--- src/rtl/core/shmc_pkg.sv ---
`timescale 1ns / 1ps
// ----------------------------------------------------------------------------
// shmc_pkg
// Shared types and constants of the shadow memory access checker.
// ----------------------------------------------------------------------------
package shmc_pkg;

  localparam int ADDR_BITS      = 48;
  localparam int LEN_BITS       = 17;
  localparam int TAG_BITS       = 8;
  localparam int MAX_SIZE       = 65536;
  localparam int GRANULE_SHIFT  = 3;
  localparam int SHADOW_ENTRIES = 4096;
  localparam int APB_ADDR_BITS  = 5;
  localparam int APB_DATA_BITS  = 64;

  localparam logic [1:0] MODE_CHECK    = 2'd0;
  localparam logic [1:0] MODE_POISON   = 2'd1;
  localparam logic [1:0] MODE_UNPOISON = 2'd2;

  localparam logic [1:0] REG_WINDOW_LOW   = 2'd0;
  localparam logic [1:0] REG_WINDOW_HIGH  = 2'd1;
  localparam logic [1:0] REG_CHECK_ENABLE = 2'd2;

  typedef struct packed {
    logic [1:0]           mode;
    logic [ADDR_BITS-1:0] address;
    logic [LEN_BITS-1:0]  length;
    logic [TAG_BITS-1:0]  tag;
    logic                 is_store;
  } req_t;

  typedef struct packed {
    logic                 violation;
    logic                 outside_window;
    logic [ADDR_BITS-1:0] first_bad_address;
    logic [TAG_BITS-1:0]  shadow_tag;
    logic                 write_access;
  } res_t;

  typedef struct packed {
    logic [ADDR_BITS-1:0] window_low;
    logic [ADDR_BITS-1:0] window_high;
    logic                 check_enable;
  } cfg_t;

  typedef enum logic [3:0] {
    ST_CLEAR,
    ST_IDLE,
    ST_PREP1,
    ST_PREP2,
    ST_PREP3,
    ST_PLAN,
    ST_FILL,
    ST_TAIL,
    ST_RD,
    ST_EV,
    ST_CLS_RD,
    ST_CLS_EV,
    ST_DONE
  } walk_state_t;

endpackage

--- src/rtl/core/shmc_regs.sv ---
`timescale 1ns / 1ps
// ----------------------------------------------------------------------------
// shmc_regs
// APB configuration registers: window bounds and check enable.
// ----------------------------------------------------------------------------
module shmc_regs (
  input  logic                                clk,
  input  logic                                rst,
  input  logic                                psel,
  input  logic                                penable,
  input  logic                                pwrite,
  input  logic [shmc_pkg::APB_ADDR_BITS-1:0]  paddr,
  input  logic [shmc_pkg::APB_DATA_BITS-1:0]  pwdata,
  output logic [shmc_pkg::APB_DATA_BITS-1:0]  prdata,
  output logic                                pready,
  output shmc_pkg::cfg_t                      cfg
);

  logic [1:0] idx;
  logic       wr_en;

  assign pready = 1'b1;
  assign idx    = paddr[4:3];
  assign wr_en  = psel & penable & pwrite & pready;

  always_ff @(posedge clk) begin
    if (rst) begin
      cfg <= '0;
    end else if (wr_en && paddr[2:0] == 3'd0) begin
      unique case (idx)
        shmc_pkg::REG_WINDOW_LOW:   cfg.window_low   <= pwdata[shmc_pkg::ADDR_BITS-1:0];
        shmc_pkg::REG_WINDOW_HIGH:  cfg.window_high  <= pwdata[shmc_pkg::ADDR_BITS-1:0];
        shmc_pkg::REG_CHECK_ENABLE: cfg.check_enable <= pwdata[0];
        default: ;
      endcase
    end
  end

  always_comb begin
    prdata = '0;
    unique case (idx)
      shmc_pkg::REG_WINDOW_LOW:   prdata = 64'(cfg.window_low);
      shmc_pkg::REG_WINDOW_HIGH:  prdata = 64'(cfg.window_high);
      shmc_pkg::REG_CHECK_ENABLE: prdata = 64'(cfg.check_enable);
      default:                    prdata = '0;
    endcase
  end

endmodule

--- config.mk ---
export PLATFORM = sky130hd
export DESIGN_NAME = shmc_regs
export DESIGN_NICKNAME = d
export VERILOG_FILES = /design/src/rtl/core/shmc_pkg.sv /design/src/rtl/core/shmc_regs.sv
export SDC_FILE = /design/constraint.sdc
export NUM_CORES = 1
export LEC_CHECK = 0
export BUFFER_PORTS_ARGS = -buffer_cell sky130_fd_sc_hd__buf_2
export CAP_MARGIN = 20
export CORE_ASPECT_RATIO = 0.8
export CORE_UTILIZATION = 49
export CTS_CLUSTER_DIAMETER = 50
export DETAILED_ROUTE_END_ITERATION = 12
export PLACE_DENSITY = 0.95
export RECOVER_POWER = 50
export SYNTH_ARGS = -nofsm -noshare
export SYNTH_HDL_FRONTEND = slang
export SYNTH_SLANG_ARGS = --single-unit
--- constraint.sdc ---
create_clock -name clk -period 2.2 [get_ports clk]
set_input_delay 0.33 -clock clk [delete_from_list [all_inputs] [get_ports clk]]
set_output_delay 0.33 -clock clk [all_outputs]
set_load 0.05 [all_outputs]
==> impl.org <==
** Setup path
- Reg-to-reg endpoint :: cfg[0]$_SDFFE_PP0P_
- STA classifies the critical path startpoint as a primary input.
- Most frequent cell on the critical path :: buf_2
- Counting cells, the worst reg-to-reg path comes to 3.
- Longest individual stage delay on the worst path :: between 0.2 and 0.3 ns
- At the worst endpoint, the arrival time is between 1 and 1.5 ns.
- The worst setup path is of the in -> out kind.
- The slowest stage of the critical path belongs to the cell buf_2.
- Register-to-register setup slack :: between 1 and 1.5 ns
- Crit. End Element :: output port
- Capture point of the critical path :: prdata[0]
- The signal on the critical path passes through buf_2 > buf_4 > nor2b_1 > nand2_1 > o21ai_1 > buf_2.
- Of all nets on the critical path, the largest fanout is 11.
- In this run the worst setup path begins at paddr[3].
- Data required time at the worst endpoint :: about 1.9 ns
- Source of the worst register-to-register timing path :: cfg[0]$_SDFFE_PP0P_

** Final layout
- Final-layout fill cell count :: between 800 and 900
- Number of inserted diodes :: 0
- More flip-flops sit in one register than any other, and that register is cfg.
- In the final layout, the registers with the most flip-flops are cfg (97).
- Summing all flip-flop and latch instances after layout gives about 1900 µm².
- Final net count :: between 800 and 900
- Max FFs per register :: 97
- Compared with the post-synthesis result, the final layout area differs by 24.7%.
- Of the cells placed in the final design, the portion with a size suffix greater than 1 is a little under a fifth.
- In the final layout, the multi-input gates occupy about 2300 µm².

** Logic synthesis
- In this run the biggest area consumer among cell types represents a little over two fifths of the synthesized area.
- Number of warnings printed during yosys synthesis :: 0
- After synthesis, the cell types taking the most area are dfxtp_1 (42%), a21oi_1 (11%), mux2i_1 (10%).
- In the synthesized netlist the dominant register cell turns out to be dfxtp_1.
- The synthesized design contains 0 enable-type register cells.
- Syn_area_per_cell :: between 7 and 8 µm²
- #FFs+latches synth :: 97
- Of the synthesized area, sequential elements account for 42.1%.
- Number of unique standard cell types used by synthesis :: 24
- Cell area after synthesis :: 4610 µm²
- Number of instances in the synthesized netlist :: between 500 and 600
- Of all cell types, the one taking the most synthesized area is dfxtp_1.
- By count the netlist is led by a21oi_1 (97), dfxtp_1 (97), nand3_1 (96).
- In the synthesized netlist the async set-or-reset flop fraction comes to 0%.

** Worst hold path
- The worst hold path begins at pwdata[20].
- Hold/Removal Path Class :: in -> reg

** Timing
- Final setup fails :: 0
- For the pin with the worst max-slew slack, the measured transition is 0.643 ns.
- For this run, the top clock speed supported by timing is ~570 MHz.
- Ratio of final minimum period to clock period :: between 70 and 80%
- The number of pins exceeding their max-slew limit in the final report is 0.
- Setup repair after global routing missed its margin :: false
- The clock arrives with 0 ns of skew.
- Adding up every negative setup slack in the final design gives 0 ns.
- Final Hold Fails :: 0
- For the finished layout, the period the worst path requires is around 1.7 ns.
- Relative slew slack :: approximately 57%

** Power and ir drop
- Switching part of the total power :: 24.7%
- The internal portion of the total power is 2.76 mW.
- In this run the static leakage power is between 2 and 2.5 nW.
- Sequential group share of total power :: between 40% and 50%
- Switching power summed over all nets :: 0.905 mW
- Overall power consumption after layout is estimated at roughly 3.7 mW.
- Power density cells :: 637 nW/µm²
- Combinational share of power :: 9.3%
- Power share of the clock group :: 42.7%
- Maximum VDD drop :: about 0.36 mV

** Floorplanning
- From left edge to right edge, the die measures 110 µm.
- Vertical extent of the die :: 88.8 µm
- Row generation in the floorplan step produced 31 rows.
- The floorplan step defined a core boundary enclosing around 9100 µm².
- The die covers a little under 10,000 µm².
- In this run the count of I/O pins placed on the die edge is ~240.
- Starting Density :: between 50% and 60%

** Clock tree
- In this run, CTS created clock tree buffers numbering 9.
- For this design, the CTS-stage hold fixing added 0 buffers.
- Cell at the root of the clock tree :: clkbuf_16
- Clock-pin slew was measured on the worst setup and hold paths at around 0.070 ns.
- Once the clock tree was built, the setup fixing pass inserted 0 buffers.
- The longest clock path from root to sink contains 2 buffers.
- Once the clock tree was built, the resizer swapped 0 gates to a different size.
- CTS tree :: done
- The H-tree generated during clock tree synthesis spans 3 levels.
- The clock net in this run drives a total of 97 sinks.
- The clock reaches the later pin of the worst-skew pair after about 0.32 ns.

** Global routing
- Entering global routing, the biggest net connects 63 pins.
- The number of antenna violations at the first check in global routing came to 0.
- Vias in the first global route :: between 4,000 and 5,000
- For this run the aggregate overflow at the end of global routing stands at 0.
- The first global-routing pass estimated a little over 20,000 µm of wire.
- Overall global routing resource usage :: 25.6%

** Route
- Total Wirelength :: roughly 13,000 µm
- After detailed routing, the average wire length per cell comes to ~15 µm.
- The count of nets left with antenna violations once routing finished came out at 0.
- Initial DRC count :: 352
- Across all layers, the routed design uses 4,833 vias.
- In the routed design, unresolved DRC markers number 0.
- First-pass DRT Iterations :: 5
- Per-cell via count in the routed design :: about 5.6

** Place
- Buffers on Ports :: slightly above 200
- Half-perimeter wire length of the detailed placement result :: between 8000 and 9000 µm
- GPL Wtd Cong :: 0.760

** Flow run
- Max-cap viol count :: 0

** Run status
- The run finished with clean final reports.
how the worst min path moves through the flow:
| stage | endpoint | slack, ns | depth (start not counted) |
|---|---|---|---|
| after floorplan | cfg[49]$_SDFFE_PP0P_ | 0.48 | 2 |
| after global placement | cfg[1]$_SDFFE_PP0P_ | 0.47 | 2 |
| after detailed placement | cfg[63]$_SDFFE_PP0P_ | 0.48 | 2 |
| after CTS | cfg[64]$_SDFFE_PP0P_ | 0.25 | 3 |
| after global routing | cfg[16]$_SDFFE_PP0P_ | 0.25 | 3 |
| final | cfg[69]$_SDFFE_PP0P_ | 0.26 | 3 |
metrics by stage:
stage          instance area, µm²  hold WS, ns  setup WS, ns  std cells  utilization (%)
3_3_place_gp                 5580        0.471         0.343        844             61.4
2_1_floorplan                4670        0.478        0.0862        592                -
6_report                     5750        0.259         0.453        859             63.4
5_1_grt                      5750        0.255         0.383        859             63.4
3_5_place_dp                 5580        0.479         0.284        844             61.4
4_1_cts                      5870        0.245         0.461        859             64.7
cells in the final DEF (no fill, tap or decap), drive strengths merged:
cell,n
buf,120
clkbuf,109
a21oi,97
dfxtp,97
o21ai,97
nand3,96
mux2i,48
nor2,48
conb,17
clkinvlp,2
nor2b,1
nand2,1
and4b,1
nor4,1
nand4b,1
or4,1
or4b,1
nor4b,1
nand4,1
inv,1
a31o,1
bufinv,1
clkinv,1
layout make-up:
class                   instances  area share, %
clock buffers                  11           4.22
repair buffers                218           18.6
inverters                       1         0.0653
flip-flops and latches         97           33.8
well taps                     115           2.50
multi-input cells             413           39.9
clock inverters                 4          0.936
routing by layer:
layer | wire, µm | up-vias | GRT usage [%]
met3 | 913 | 8 | 5.14
li1 | - | 2329 | -
met2 | 6580 | 224 | 46.2
met1 | 5620 | 2272 | 31.4
met5 | 0 | - | 0
met4 | 77 | 0 | 7.52
kinds of logic after synthesis:
| kind of cell | count (synthesis) | share of synthesized area [%] |
|---|---|---|
| compound gates | 195 | 21.2 |
| simple gates | 153 | 16.2 |
| flops | 97 | 42.1 |
| buf+inv | 82 | 9.85 |
| mux | 48 | 10.4 |
| other cells | 2 | 0.163 |
power groups by stage:
stage                     clock network, mW  registers, mW  logic (mW)
after floorplan                           0           1.82       0.232
after CTS                              1.59           1.76       0.337
after global routing                   1.65           1.76       0.360
after global placement                    0           1.80       0.333
after detailed placement                  0           1.80       0.336
final                                  1.56           1.76       0.339
critical path, delay by kind of cell:
| family | cells | cell delay [ns] |
|---|---|---|
| buf+inv | 3 | 0.72 |
| compound gates | 1 | 0.07 |
| simple gates | 2 | 0.30 |
No activity file was read; power rests on OpenSTA's default activity.
