==> config.mk <==
export PLATFORM = sky130hd
export DESIGN_NAME = shmc_walk
export DESIGN_NICKNAME = d
export VERILOG_FILES = /design/src/rtl/core/shmc_pkg.sv /design/src/rtl/core/shmc_walk.sv
export SDC_FILE = /design/constraint.sdc
export NUM_CORES = 2
export LEC_CHECK = 0
export ABC_AREA = 1
export BUFFER_PORTS_ARGS = -buffer_cell sky130_fd_sc_hd__buf_2
export CAP_MARGIN = 20
export CORE_MARGIN = 8
export CORE_UTILIZATION = 40
export DETAILED_ROUTE_END_ITERATION = 8
export PLACE_DENSITY = 0.62
export SLEW_MARGIN = 40
export SYNTH_ARGS = -nofsm -noshare
export SYNTH_HDL_FRONTEND = slang
export SYNTH_SLANG_ARGS = --single-unit
==> constraint.sdc <==
create_clock -name clk -period 10.2 [get_ports clk]
set_input_delay 1.53 -clock clk [delete_from_list [all_inputs] [get_ports clk]]
set_output_delay 1.53 -clock clk [all_outputs]
set_load 0.02 [all_outputs]
==> src/rtl/core/shmc_pkg.sv <==
`timescale 1ns / 1ps
// ----------------------------------------------------------------------------
// shmc_pkg
// Shared types and constants of the shadow memory access checker.
// ----------------------------------------------------------------------------
package shmc_pkg;

  localparam int ADDR_BITS      = 48;
  localparam int LEN_BITS       = 17;
  localparam int TAG_BITS       = 8;
  localparam int MAX_SIZE       = 65536;
  localparam int GRANULE_SHIFT  = 3;
  localparam int SHADOW_ENTRIES = 4096;
  localparam int APB_ADDR_BITS  = 5;
  localparam int APB_DATA_BITS  = 64;

  localparam logic [1:0] MODE_CHECK    = 2'd0;
  localparam logic [1:0] MODE_POISON   = 2'd1;
  localparam logic [1:0] MODE_UNPOISON = 2'd2;

  localparam logic [1:0] REG_WINDOW_LOW   = 2'd0;
  localparam logic [1:0] REG_WINDOW_HIGH  = 2'd1;
  localparam logic [1:0] REG_CHECK_ENABLE = 2'd2;

  typedef struct packed {
    logic [1:0]           mode;
    logic [ADDR_BITS-1:0] address;
    logic [LEN_BITS-1:0]  length;
    logic [TAG_BITS-1:0]  tag;
    logic                 is_store;
  } req_t;

  typedef struct packed {
    logic                 violation;
    logic                 outside_window;
    logic [ADDR_BITS-1:0] first_bad_address;
    logic [TAG_BITS-1:0]  shadow_tag;
    logic                 write_access;
  } res_t;

  typedef struct packed {
    logic [ADDR_BITS-1:0] window_low;
    logic [ADDR_BITS-1:0] window_high;
    logic                 check_enable;
  } cfg_t;

  typedef enum logic [3:0] {
    ST_CLEAR,
    ST_IDLE,
    ST_PREP1,
    ST_PREP2,
    ST_PREP3,
    ST_PLAN,
    ST_FILL,
    ST_TAIL,
    ST_RD,
    ST_EV,
    ST_CLS_RD,
    ST_CLS_EV,
    ST_DONE
  } walk_state_t;

endpackage

==> src/rtl/core/shmc_walk.sv <==
`timescale 1ns / 1ps
// ----------------------------------------------------------------------------
// shmc_walk
// Request sequencer: range setup, granule fill and check scan over the
// shadow RAM, plus the clearing pass after reset.
// ----------------------------------------------------------------------------
module shmc_walk #(
  parameter int GRANULE_SHIFT  = shmc_pkg::GRANULE_SHIFT,
  parameter int SHADOW_ENTRIES = shmc_pkg::SHADOW_ENTRIES
) (
  input  logic                              clk,
  input  logic                              rst,
  input  shmc_pkg::cfg_t                    cfg,
  input  logic                              start,
  input  shmc_pkg::req_t                    request,
  output logic                              busy,
  output logic                              done,
  output shmc_pkg::res_t                    result,
  output logic                              ram_we,
  output logic [$clog2(SHADOW_ENTRIES)-1:0] ram_waddr,
  output logic [7:0]                        ram_wdata,
  output logic [$clog2(SHADOW_ENTRIES)-1:0] ram_raddr,
  input  logic [7:0]                        ram_rdata
);

  localparam int AB = shmc_pkg::ADDR_BITS;
  localparam int LB = shmc_pkg::LEN_BITS;
  localparam int AW = $clog2(SHADOW_ENTRIES);
  localparam int GW = AB + 1 - GRANULE_SHIFT;
  localparam logic [GW-1:0] ENT   = GW'(SHADOW_ENTRIES);
  localparam logic [AW-1:0] LAST  = AW'(SHADOW_ENTRIES - 1);
  localparam logic [8:0]    GSIZE = 9'(1 << GRANULE_SHIFT);

  shmc_pkg::walk_state_t state, state_next;

  shmc_pkg::req_t           rq, req_sat;
  shmc_pkg::res_t           plan_res;
  logic [AB:0]              end_raw, last, end_off, last_off, fill_off;
  logic [AB-1:0]            addr_off, hi_off;
  logic                     a_in, a_eq_hi, end_lt_hi, last_in;
  logic [GW-1:0]            g, gend, ge, tail_g, k;
  logic [GRANULE_SHIFT-1:0] off;
  logic                     oob;
  logic [AW-1:0]            clr;
  logic [7:0]               v;
  logic                     v_pass, tail_go;

  assign v       = oob ? 8'd0 : ram_rdata;
  assign v_pass  = (g == ge) &&
                   ($signed({{(8-GRANULE_SHIFT){1'b0}}, off}) < $signed(v));
  assign tail_go = rq.mode == shmc_pkg::MODE_UNPOISON &&
                   rq.length[GRANULE_SHIFT-1:0] != '0 && end_lt_hi;

  always_comb begin
    req_sat = request;
    if (request.length > LB'(shmc_pkg::MAX_SIZE)) req_sat.length = LB'(shmc_pkg::MAX_SIZE);
  end

  always_comb begin
    plan_res = '0;
    if (rq.mode == shmc_pkg::MODE_CHECK) begin
      plan_res.write_access = rq.is_store;
      if (rq.length != '0 && cfg.check_enable && a_eq_hi) begin
        plan_res.violation         = 1'b1;
        plan_res.outside_window    = 1'b1;
        plan_res.first_bad_address = rq.address;
      end
    end
  end

  always_comb begin
    state_next = state;
    unique case (state)
      shmc_pkg::ST_CLEAR:  if (clr == LAST) state_next = shmc_pkg::ST_IDLE;
      shmc_pkg::ST_IDLE:   if (start) state_next = shmc_pkg::ST_PREP1;
      shmc_pkg::ST_PREP1:  state_next = shmc_pkg::ST_PREP2;
      shmc_pkg::ST_PREP2:  state_next = shmc_pkg::ST_PREP3;
      shmc_pkg::ST_PREP3:  state_next = shmc_pkg::ST_PLAN;
      shmc_pkg::ST_PLAN: begin
        state_next = shmc_pkg::ST_DONE;
        if (rq.mode == shmc_pkg::MODE_POISON || rq.mode == shmc_pkg::MODE_UNPOISON) begin
          if (a_in) state_next = shmc_pkg::ST_FILL;
        end else if (rq.mode == shmc_pkg::MODE_CHECK) begin
          if (rq.length != '0 && cfg.check_enable && !a_eq_hi && a_in && last_in)
            state_next = shmc_pkg::ST_RD;
        end
      end
      shmc_pkg::ST_FILL: begin
        if (g >= gend) state_next = tail_go ? shmc_pkg::ST_TAIL : shmc_pkg::ST_DONE;
      end
      shmc_pkg::ST_TAIL:   state_next = shmc_pkg::ST_DONE;
      shmc_pkg::ST_RD:     state_next = shmc_pkg::ST_EV;
      shmc_pkg::ST_EV: begin
        if (v != 8'd0) begin
          if (v_pass || {1'b0, v} >= GSIZE) state_next = shmc_pkg::ST_DONE;
          else state_next = shmc_pkg::ST_CLS_RD;
        end else if (g == ge) begin
          state_next = shmc_pkg::ST_DONE;
        end else begin
          state_next = shmc_pkg::ST_RD;
        end
      end
      shmc_pkg::ST_CLS_RD: state_next = shmc_pkg::ST_CLS_EV;
      shmc_pkg::ST_CLS_EV: state_next = shmc_pkg::ST_DONE;
      shmc_pkg::ST_DONE:   state_next = shmc_pkg::ST_IDLE;
      default:             state_next = shmc_pkg::ST_IDLE;
    endcase
  end

  always_comb begin
    busy      = state != shmc_pkg::ST_IDLE;
    done      = state == shmc_pkg::ST_DONE;
    ram_we    = 1'b0;
    ram_waddr = g[AW-1:0];
    ram_wdata = 8'd0;
    ram_raddr = g[AW-1:0];
    unique case (state)
      shmc_pkg::ST_CLEAR: begin
        ram_we    = 1'b1;
        ram_waddr = clr;
      end
      shmc_pkg::ST_FILL: begin
        ram_we    = g < gend;
        ram_wdata = rq.mode == shmc_pkg::MODE_POISON ? rq.tag : 8'd0;
      end
      shmc_pkg::ST_TAIL: begin
        ram_we    = tail_g < ENT;
        ram_waddr = tail_g[AW-1:0];
        ram_wdata = 8'(rq.length[GRANULE_SHIFT-1:0]);
      end
      default: ;
    endcase
  end

  always_ff @(posedge clk) begin
    if (rst) begin
      state <= shmc_pkg::ST_CLEAR;
      clr   <= '0;
    end else begin
      state <= state_next;
      if (state == shmc_pkg::ST_CLEAR) clr <= clr + 1'b1;
    end
  end

  always_ff @(posedge clk) begin
    unique case (state)
      shmc_pkg::ST_IDLE: begin
        rq <= req_sat;
      end
      shmc_pkg::ST_PREP1: begin
        end_raw  <= {1'b0, rq.address} + (AB+1)'(rq.length);
        a_in     <= rq.address >= cfg.window_low && rq.address < cfg.window_high;
        a_eq_hi  <= rq.address == cfg.window_high;
        addr_off <= rq.address - cfg.window_low;
        hi_off   <= cfg.window_high - cfg.window_low;
      end
      shmc_pkg::ST_PREP2: begin
        last      <= end_raw - 1'b1;
        end_off   <= end_raw - {1'b0, cfg.window_low};
        end_lt_hi <= end_raw < {1'b0, cfg.window_high};
      end
      shmc_pkg::ST_PREP3: begin
        last_in  <= last >= {1'b0, cfg.window_low} && last < {1'b0, cfg.window_high};
        last_off <= last - {1'b0, cfg.window_low};
        fill_off <= end_lt_hi ? end_off : {1'b0, hi_off};
      end
      shmc_pkg::ST_PLAN: begin
        g      <= GW'(addr_off >> GRANULE_SHIFT);
        k      <= '0;
        gend   <= GW'(fill_off >> GRANULE_SHIFT) > ENT ? ENT : GW'(fill_off >> GRANULE_SHIFT);
        ge     <= GW'(last_off >> GRANULE_SHIFT);
        tail_g <= GW'(end_off >> GRANULE_SHIFT);
        off    <= last_off[GRANULE_SHIFT-1:0];
        result <= plan_res;
      end
      shmc_pkg::ST_FILL: begin
        if (g < gend) g <= g + 1'b1;
      end
      shmc_pkg::ST_RD, shmc_pkg::ST_CLS_RD: begin
        oob <= g >= ENT;
      end
      shmc_pkg::ST_EV: begin
        if (v != 8'd0) begin
          if (!v_pass) begin
            result <= {1'b1, result.outside_window,
                       rq.address + AB'(k << GRANULE_SHIFT), v, result.write_access};
            g      <= g + 1'b1;
          end
        end else begin
          g <= g + 1'b1;
          k <= k + 1'b1;
        end
      end
      shmc_pkg::ST_CLS_EV: begin
        result.shadow_tag <= v;
      end
      default: ;
    endcase
  end

endmodule
==> out/metrics.cfg <==
[yosys]
synth_mux_area_share_pct=0
synthAdderAreaFrac_pct=10.82
avgSynthCellArea_sq_um=7.999
synth-compound-area-share_pct=11.16
seq_area_frac_synth_pct=40.83
syn_inst=6544
ys_ff_latch=717
synth_top_family_by_area=simple AND/OR/NAND/NOR gates
synth_xor_area_share_pct=5.371
synth_edf_count=701
syn_area_sq_um=52340
synth_cell_types=72
yosys.area_share.simple_pct=24.79
synthFlopType=edfxtp_1
ys_warn_count=0
async_flop_share_pct=0

[timing]
clock_skew_ns=0.01831
fmax_mhz=189.7
fin_crit_sh_pct=51.68
tns_ns=0
slew-limit-headroom_pct=35.64
fin_crit_ns=5.271
tightest_slew_ns=0.9653
finalMaxSlewViolations=0
grt_setup_unrepaired=no
report.final.setup_viol=0
setup_ws_ns=4.929
finalHoldViolCount=0

[detailed_routing]
ant_nets=0
remaining_drc_errors=0
wl_per_cell_microns=28.18
vias=49120
vias_per_cell=5.618
dr.pass1.iters=7
wl_microns=246400
drt_iter0_drc=5340

[setup_path]
crit_start=state[2]
crit_required_ns=8.67
reg2reg_from=state[2]
start_kind=flip-flop
arrival_ns=3.74
rr_endpoint=g[6]
worstSetupPathType=reg2out
cp-end-kind=primary output
r2r_setup_slack_ns=6.31
crit_fanout=7
crit_end=ram_we
reg2regPathDepth=9

[pwr]
p_total_mw=8.594
p_leak_nw=24.91
power-per-cell-area_nw_per_um2=145.6
ir_drop_uv=167.2

[placed_design]
hpwl_microns=207700
post_dp_cell_area_sq_um=56170
io_buffers=277
gp_congestion=1.087
pre_cts_ws_ns=5.501
dp_cells=8582

[final_layout]
area_delta_synth_final_pct=12.79
num-fill-cells=13113
final_area_sq_um=59040
final_net_count=7563
final_cell_mix=1510 x nand2_1, 895 x inv_1, 826 x nor2_1, 701 x edfxtp_1, 453 x a21oi_1
final_common_cell=nand2_1
finalNonFillerCells=8743
layout-drive-gt1-share_pct=8.009

[global_route]
grt_max_degree=144
grt_pass1_wl_microns=341500
grt_antenna_before_repair=15
grt_use_total_pct=33.47
overflow=0
grt_pass1_vias=47000

[clock_tree]
cts_buffers=85
cts_sinks=717
cts_resized=0
clk_latency_ns=0.72
post_cts_buffers=0
clk_pin_slew_ns=0.06
ctsHoldBuffers=0
htreeDepth=3
root_buffer=clkbuf_16
cts_tree=built
clk_path_buf_depth=3

[floorplan]
ioPinCount=278
coreArea_sq_um=129600
start_util_pct=40.37
die_y_microns=377.7
fp.dieW_microns=377.7
core.rowCount=132
die_area_sq_um=142700

[hold_path]
hold_class=reg2reg

[status]
run_status=finished clean

[flow_run]
maxCapViolCount=0

-- sequential cells by signal, summed over array words and instances (netlist names), 3 cells and up --
register and count:
last 49, ge 46, tail_g 46, last_off 49
addr_off 45, state 4, end_raw 49, end_off 46
result 59, clr 12, gend 46, k 45
off 3, g 46, hi_off 45, rq 76
fill_off 46
-- final cells by class --
class | count | area [sq um] | share of cell area [%]
Antenna cell | 9 | 22.52 | 0.03815
Clock buffer | 98 | 2186 | 3.703
Clock inverter | 53 | 603.1 | 1.022
Inverter | 908 | 3411 | 5.777
Multi-Input combinational cell | 4898 | 27510 | 46.60
Sequential cell | 717 | 21370 | 36.20
Tap cell | 1742 | 2180 | 3.692
Timing Repair Buffer | 318 | 1750 | 2.965
-- Yosys cell counts (5+ instances only) --
master | number | area share (%)
a211oi_1 | 6 | 0.086
a21boi_0 | 12 | 0.17
a21o_1 | 52 | 0.75
a21oi_1 | 453 | 4.3
a31oi_1 | 67 | 0.80
and2_1 | 7 | 0.084
and3_1 | 14 | 0.17
buf_2 | 17 | 0.16
buf_4 | 12 | 0.17
clkbuf_1 | 20 | 0.14
dfxtp_1 | 16 | 0.61
edfxtp_1 | 701 | 40
ha_1 | 448 | 11
inv_1 | 896 | 6.4
inv_2 | 9 | 0.065
nand2_1 | 1511 | 11
nand2_2 | 15 | 0.18
nand3_1 | 289 | 2.8
nand3_2 | 6 | 0.11
nand3b_1 | 6 | 0.086
nand4_1 | 112 | 1.3
nor2_1 | 833 | 6.0
nor2_2 | 20 | 0.24
nor2_4 | 6 | 0.13
nor3_1 | 127 | 1.2
nor3_2 | 10 | 0.19
nor3b_1 | 9 | 0.13
nor4_1 | 69 | 0.82
o211ai_1 | 19 | 0.27
o21a_1 | 10 | 0.14
o21ai_0 | 293 | 2.8
o21ai_1 | 12 | 0.11
o21ai_2 | 5 | 0.084
o21bai_1 | 57 | 0.82
o221ai_1 | 6 | 0.10
o22ai_1 | 5 | 0.060
o31ai_1 | 10 | 0.14
or2_2 | 6 | 0.072
xnor2_1 | 99 | 1.7
xor2_1 | 222 | 3.7
-- report_power, final --
| part | switching (mW) | internal (mW) |
|---|---|---|
| logic | 1.39 | 0.513 |
| registers | 0.143 | 3.42 |
| clock network | 1.35 | 1.78 |
| total | 2.88 | 5.71 |
-- cell families after synthesis --
family                     count (synthesis)
adders and majority gates                451
xor gates and xnor gates                 321
and+or+nand+nor                         3060
other                                      1
DFF                                      717
AOI/OAI and AO/OA                       1033
buffers and inverters                    961
-- critical path, stage by stage, from the launching register on --
cell     delay (ns)
dfxtp_1        0.38
nand2_1        0.31
nor2_4         0.56
nand2_1        0.10
nor2_1         0.24
nand2_1        0.11
a21oi_1        0.27
nand3_1        0.56
nand3_1        0.29
buf_2          0.20
-- how the worst min path moves through the flow --
stage / from / endpoint / slack, ns / cells past startpoint
2_1_floorplan: last_off[3] / ge[0] / 0.40 / 0
3_3_place_gp: last_off[29] / ge[26] / 0.40 / 0
3_5_place_dp: last_off[3] / ge[0] / 0.40 / 0
4_1_cts: last_off[12] / ge[9] / 0.41 / 0
5_1_grt: last_off[36] / ge[33] / 0.43 / 0
6_report: last_off[12] / ge[9] / 0.41 / 0
-- per-layer routing --
metal | global-route usage, % | part of all wire, %
met5 | 0 | 0
met4 | 14.23 | 5.1
met3 | 6.058 | 7.9
met2 | 52.59 | 44
met1 | 45.27 | 43
-- stage by stage --
stage | hold WS (ns) | utilization, %
global route | 0.4255 | 45.52
detailed placement | 0.4045 | 43.32
CTS | 0.4113 | 45.47
finish | 0.4122 | 45.53
floorplan | 0.4003 | -
global placement | 0.4018 | 43.29
Power figures use the tool's default switching activity.
